File: config.mk
export PLATFORM = sky130hd
export DESIGN_NAME = ilt_cell
export DESIGN_NICKNAME = d
export VERILOG_FILES = /design/src/design/ilt_pkg.sv /design/src/design/ilt_cell.sv
export SDC_FILE = /design/constraint.sdc
export NUM_CORES = 1
export LEC_CHECK = 0
export ABC_AREA = 1
export BUFFER_PORTS_ARGS = -buffer_cell sky130_fd_sc_hd__buf_2
export CAP_MARGIN = 20
export CORE_MARGIN = 3
export CORE_UTILIZATION = 38
export DETAILED_ROUTE_END_ITERATION = 8
export PLACE_DENSITY = 0.8
export SYNTH_ARGS = -nofsm -noshare
export SYNTH_HDL_FRONTEND = slang
export SYNTH_SLANG_ARGS = --single-unit
File: constraint.sdc
create_clock -name clk -period 1.8 [get_ports clk]
set_input_delay 0.09 -clock clk [delete_from_list [all_inputs] [get_ports clk]]
set_output_delay 0.09 -clock clk [all_outputs]
set_load 0.05 [all_outputs]
File: src/design/ilt_pkg.sv
// ilt_pkg: command and status codes, fixed field widths and the cell control
// struct for the indexed list table. No dependencies.
package ilt_pkg;

  localparam int CMD_W  = 4;
  localparam int POS_W  = 7;
  localparam int VAL_W  = 32;
  localparam int STAT_W = 2;
  localparam int OCNT_W = 7;

  localparam logic [CMD_W-1:0] CMD_APPEND = 4'd0;
  localparam logic [CMD_W-1:0] CMD_DROP   = 4'd1;
  localparam logic [CMD_W-1:0] CMD_INSERT = 4'd2;
  localparam logic [CMD_W-1:0] CMD_REMOVE = 4'd3;
  localparam logic [CMD_W-1:0] CMD_CLEAR  = 4'd4;
  localparam logic [CMD_W-1:0] CMD_READ   = 4'd5;
  localparam logic [CMD_W-1:0] CMD_FIRST  = 4'd6;
  localparam logic [CMD_W-1:0] CMD_LAST   = 4'd7;
  localparam logic [CMD_W-1:0] CMD_FIND   = 4'd8;

  localparam logic [STAT_W-1:0] ST_OK    = 2'd0;
  localparam logic [STAT_W-1:0] ST_RANGE = 2'd1;
  localparam logic [STAT_W-1:0] ST_EMPTY = 2'd2;
  localparam logic [STAT_W-1:0] ST_FULL  = 2'd3;

  // Broadcast enables for the cell row.
  typedef struct packed {
    logic ins;  // shift up from sel index, load new word there
    logic rem;  // shift down from sel index
    logic rot;  // rotate live entries toward cell 0, wrap at wrap index
  } cell_ctl_t;

endpackage

File: src/design/ilt_cell.sv
// ilt_cell: one entry of the list row; holds a word and loads it from its
// neighbors, the new word or the head cell. Depends on ilt_pkg.
module ilt_cell import ilt_pkg::*; #(
  parameter int IDX       = 0,
  parameter int WORD_BITS = 32,
  parameter int CMP_W     = 7
) (
  input  logic                 clk,
  input  cell_ctl_t            ctl,
  input  logic [CMP_W-1:0]     sel_idx,
  input  logic [CMP_W-1:0]     wrap_idx,
  input  logic [WORD_BITS-1:0] new_word,
  input  logic [WORD_BITS-1:0] head_word,
  input  logic [WORD_BITS-1:0] prev_word,
  input  logic [WORD_BITS-1:0] next_word,
  output logic [WORD_BITS-1:0] word_q
);

  localparam logic [CMP_W-1:0] MY_IDX = CMP_W'(IDX);

  logic [WORD_BITS-1:0] word_r;
  logic [WORD_BITS-1:0] word_nxt;

  always_comb begin
    word_nxt = word_r;
    if (ctl.ins) begin
      if (MY_IDX > sel_idx) begin
        word_nxt = prev_word;
      end else if (MY_IDX == sel_idx) begin
        word_nxt = new_word;
      end
    end else if (ctl.rem) begin
      if (MY_IDX >= sel_idx) begin
        word_nxt = next_word;
      end
    end else if (ctl.rot) begin
      if (MY_IDX == wrap_idx) begin
        word_nxt = head_word;
      end else if (MY_IDX < wrap_idx) begin
        word_nxt = next_word;
      end
    end
  end

  always_ff @(posedge clk) begin
    word_r <= word_nxt;
  end

  assign word_q = word_r;

endmodule

# After elaboration in Yosys (flattened, before gate mapping)
# Index checks and enable logic that the tools add are counted.
[word_totals]
in_bits = 146
elab_cells = 19
output_inout_bits = 32
reg_bits = 32
[op_classes]
eq_ne = 2
mux = 8
n_lt_le_gt_ge = 3
n_reduce_logical = 5
[ops]
columns = ["cell", "count"]
rows = [
  ["$mux 32", 8],
  ["$logic_not 7->1", 2],
  ["$ge 1x7->1 const A", 1],
  ["$gt 1x7->1 const A", 1],
  ["$lt 1x7->1 const A", 1],
  ["$ne 3x1->1 const B", 2],
  ["$reduce_and 4->1", 1],
  ["$reduce_bool 4->1", 1],
  ["$reduce_bool 3->1", 1],
]

# Depth between registers and ports, before layout
[logic_depth]
depth_word = 6
depth_mapped = 7
depth_no_buf = 6

# Worst setup path before layout
# Ideal clock, no wire load.
[synth_timing]
path_type = "input port to flip-flop"
startpoint = "input port ctl[2] (netlist bit)"
endpoint = "register word_r[0], in the netlist word_q[0] (enable)"
setup_slack_ns = 0.232
setup_ns = 0.389
arrival_time_ns = 1.179
path_buffers = 1
path_stages = 5
required_time_ns = 1.411
cell_sequence = "buf_2 -> nor2_1 -> nor3_1 -> nand3_1 -> nand2_1"
[synth_between]
elab_chain_cells = 2
word_cells_on_any_way = 5
classes_between = "eq/ne (2); reduce/logical (3)"
[synth_lines]
columns = ["element", "line_no", "rtl"]
rows = [
  ["from (decl)", "ilt_cell.sv:9", "input cell_ctl_t ctl,"],
  ["$ne 3x1->1 (no line) (tied with other cells)", "--", ""],
  ["$reduce_and 4->1 (no line) (*)", "--", ""],
  ["to (signal assigned)", "ilt_cell.sv:46", "word_r <= word_nxt;"],
  ["to (decl)", "ilt_cell.sv:21", "logic [WORD_BITS-1:0] word_r;"],
]
# Every way passes the cells marked *; elsewhere a longest branch is shown, timed or not.
# A chain may end at the register's enable or synchronous reset.

# Worst setup path in the final report
[layout_timing]
startpoint = "input port wrap_idx[5]"
endpoint = "register word_r[20], in the netlist word_q[20], data pin"
[layout_between]
elab_chain_cells = 5
[layout_lines]
columns = ["element", "line_no", "rtl"]
rows = [
  ["from (decl)", "ilt_cell.sv:11", "input logic [CMP_W-1:0] wrap_idx,"],
  ["$logic_not 7->1", "ilt_cell.sv:37", "if (MY_IDX == wrap_idx) begin"],
  ["$mux 32", "ilt_cell.sv:37", ""],
  ["$mux 32", "ilt_cell.sv:36", "end else if (ctl.rot) begin"],
  ["$mux 32", "ilt_cell.sv:32", "end else if (ctl.rem) begin"],
  ["$mux 32", "ilt_cell.sv:26", "if (ctl.ins) begin"],
  ["net word_nxt[20]", "ilt_cell.sv:22", "logic [WORD_BITS-1:0] word_nxt;"],
]
# The timed path passes the listed nets, and every way through them passes these cells. The select of a mux whose other input is x is not followed.

==> impl_metrics.py <==
metrics = {
    "run_status": {
        "outcome": "completed",
    },
    "logic_synthesis": {
        "yosysMostFrequentCell": "nand2_1",
        "synth_area_um2": 2050,
        "synth_seq_cells": 32,
        "synth_fp_nets": 401,
        "yosysUniqueCellTypes": 15,
        "synth_top_area_cell": "edfxtp_1",
        "synth_warnings": 0,
        "ys_seq_area_frac": 0.469,
        "ys_top_cells_by_count": "nand2_1, inv_1, nand3_1",
        "synthCells": 255,
        "synth-edff-count": 32,
        "synth_area_leaders": "edfxtp_1, nand2_1, o21bai_1",
        "synth_top_area_share": 0.469,
        "syn_avg_cell_area_um2": 8.03,
        "async_reset_ff_frac": 0,
        "synthFlopType": "edfxtp_1",
    },
    "power": {
        "vdd_drop_max_v": 0.000269,
        "finalPower_mw": 1.84,
        "p_per_area_nw_per_um2": 638,
        "power_leakage_nw": 1.49,
    },
    "drt": {
        "dr.pass1.iters": 4,
        "drtIter0Drc": 90,
        "ant_nets": 0,
        "avgViaCountPerCell": 4.63,
        "drt-total-wl_mm": 5.76,
        "drc_errors": 0,
        "via_count": 2156,
        "drt-wirelength-per-cell_um": 12.4,
    },
    "die": {
        "start_util": 0.396,
        "die_w_um": 79.4,
        "die-area_um2": 6310,
        "core_um2": 5170,
        "die_y_um": 79.4,
        "rows": 26,
        "ios": 178,
    },
    "timing": {
        "whs_ns": 0.0826,
        "setup_tns_ns": 0,
        "clock.fmax_mhz": 892,
        "slew-limit-headroom": 0.314,
        "max_slew.worst_pin.slew_ns": 1.03,
        "post-route-period-util": 0.623,
        "hold_viol": 0,
        "final_max_slew_viol_count": 0,
        "rsz0062_at_grt": "no",
        "fin_crit_ns": 1.12,
        "setup_viol": 0,
    },
    "cts": {
        "htreeDepth": 2,
        "cts_setup_buffers": 0,
        "cts_buffers": 5,
        "clk_pin_slew_ns": 0.06,
        "cts_root_buffer": "clkbuf_8",
        "cts_buffer_depth": 2,
        "cts.sinks": 32,
        "post_cts_resized": 0,
        "cts_hold_buffers": 0,
        "cts_tree": "built",
    },
    "global_route": {
        "grt_pass1_vias": 2089,
        "gr-total-overflow": 0,
        "grt_use_total": 0.185,
        "antenna_found_initial": 0,
        "grt_pass1_wl_mm": 9.04,
        "grt_max_degree": 33,
    },
    "setup_path": {
        "crit_chain": "buf_2 -> nor2_1 -> nand2_2 -> nor2_8 -> nand2_1 -> nand3_1 -> nand2_1",
        "worst-path-max-fanout": 32,
        "critical_path.endpoint_type": "flip-flop",
        "crit_slowest_cell": "nor2_8",
        "path_common_cell": "nand2_1",
        "critical_path_class": "in2reg",
        "worst-path-buf-inv": 1,
        "startpoint_type": "input port",
        "crit_family": "simple AND/OR/NAND/NOR gates",
        "critPathArrivalTime_ns": 1.15,
        "cp.depth": 7,
        "cpPeakStageDelay_ns": 0.43,
        "worstPathRequired_ns": 1.82,
    },
    "placed_design": {
        "dpl.hpwl_mm": 4.25,
        "place_congestion": 0.768,
        "portBuffers": 145,
    },
    "layout": {
        "largest_reg_flops": 32,
        "synthToLayoutAreaGrowth_pct": 41.2,
        "nNetsFinal": 542,
        "drive_above_1_share": 0.429,
        "antenna_cells": 0,
    },
    "min_path": {
        "holdCritPathClass": "in2reg",
        "hold_path_depth": 3,
    },
    "flow_run": {
        "cap_violations": 0,
    },
}
## report_power, final
group	leakage [nW]	switching (mW)	internal (mW)
clock	0.0391	0.240	0.255
sequential	0.287	0.00882	0.872
combinational	1.16	0.292	0.177
## routing by layer
layer  part of all wire  vias up  GRT usage
li1                   -     1097          -
met1               0.38      944      0.191
met2               0.51      111      0.352
met3              0.095        4     0.0621
met4             0.0083        0     0.0533
met5                  0        -          0
## logic make-up (layout without fill, tap and decap cells)
| kind of cell | after synthesis | in the layout | share of synthesized area |
|---|---|---|---|
| AOI/OAI and AO/OA | 32 | 32 | 0.117 |
| buffers and inverters | 49 | 190 | 0.107 |
| DFF | 32 | 32 | 0.469 |
| and+or+nand+nor | 142 | 142 | 0.307 |
## metrics by stage
| stage | instance area (um^2) | utilization | setup slack [ns] | instances |
|---|---|---|---|---|
| detailed placement | 2820 | 0.545 | 0.365 | 459 |
| floorplan | 2050 | - | 0.232 | 255 |
| CTS | 2890 | 0.559 | 0.668 | 466 |
| global route | 2890 | 0.559 | 0.564 | 466 |
| global placement | 2820 | 0.545 | 0.416 | 459 |
| finish | 2890 | 0.559 | 0.679 | 466 |
## worst paths after layout
path         start          to  slack (ns)
max    wrap_idx[5]  word_q[20]        0.68
min   new_word[18]  word_q[18]        0.08
## area by class of cell
class	instances	area, um^2
Fill cell	484	2280
Multi-Input combinational cell	174	868
Sequential cell	32	961
Inverter	33	124
Clock buffer	5	68.8
Tap cell	70	87.6
Timing Repair Buffer	150	776
Clock inverter	2	7.51
## placed cells by master (no fill, tap or decap), drive strengths merged
master and n:
buf 150, nand2 100, inv 33, nand3 33, o21bai 32, edfxtp 32
nor2 7, clkbuf 5, nor3 2, clkinv 2
(Power assumes the default switching activity.)
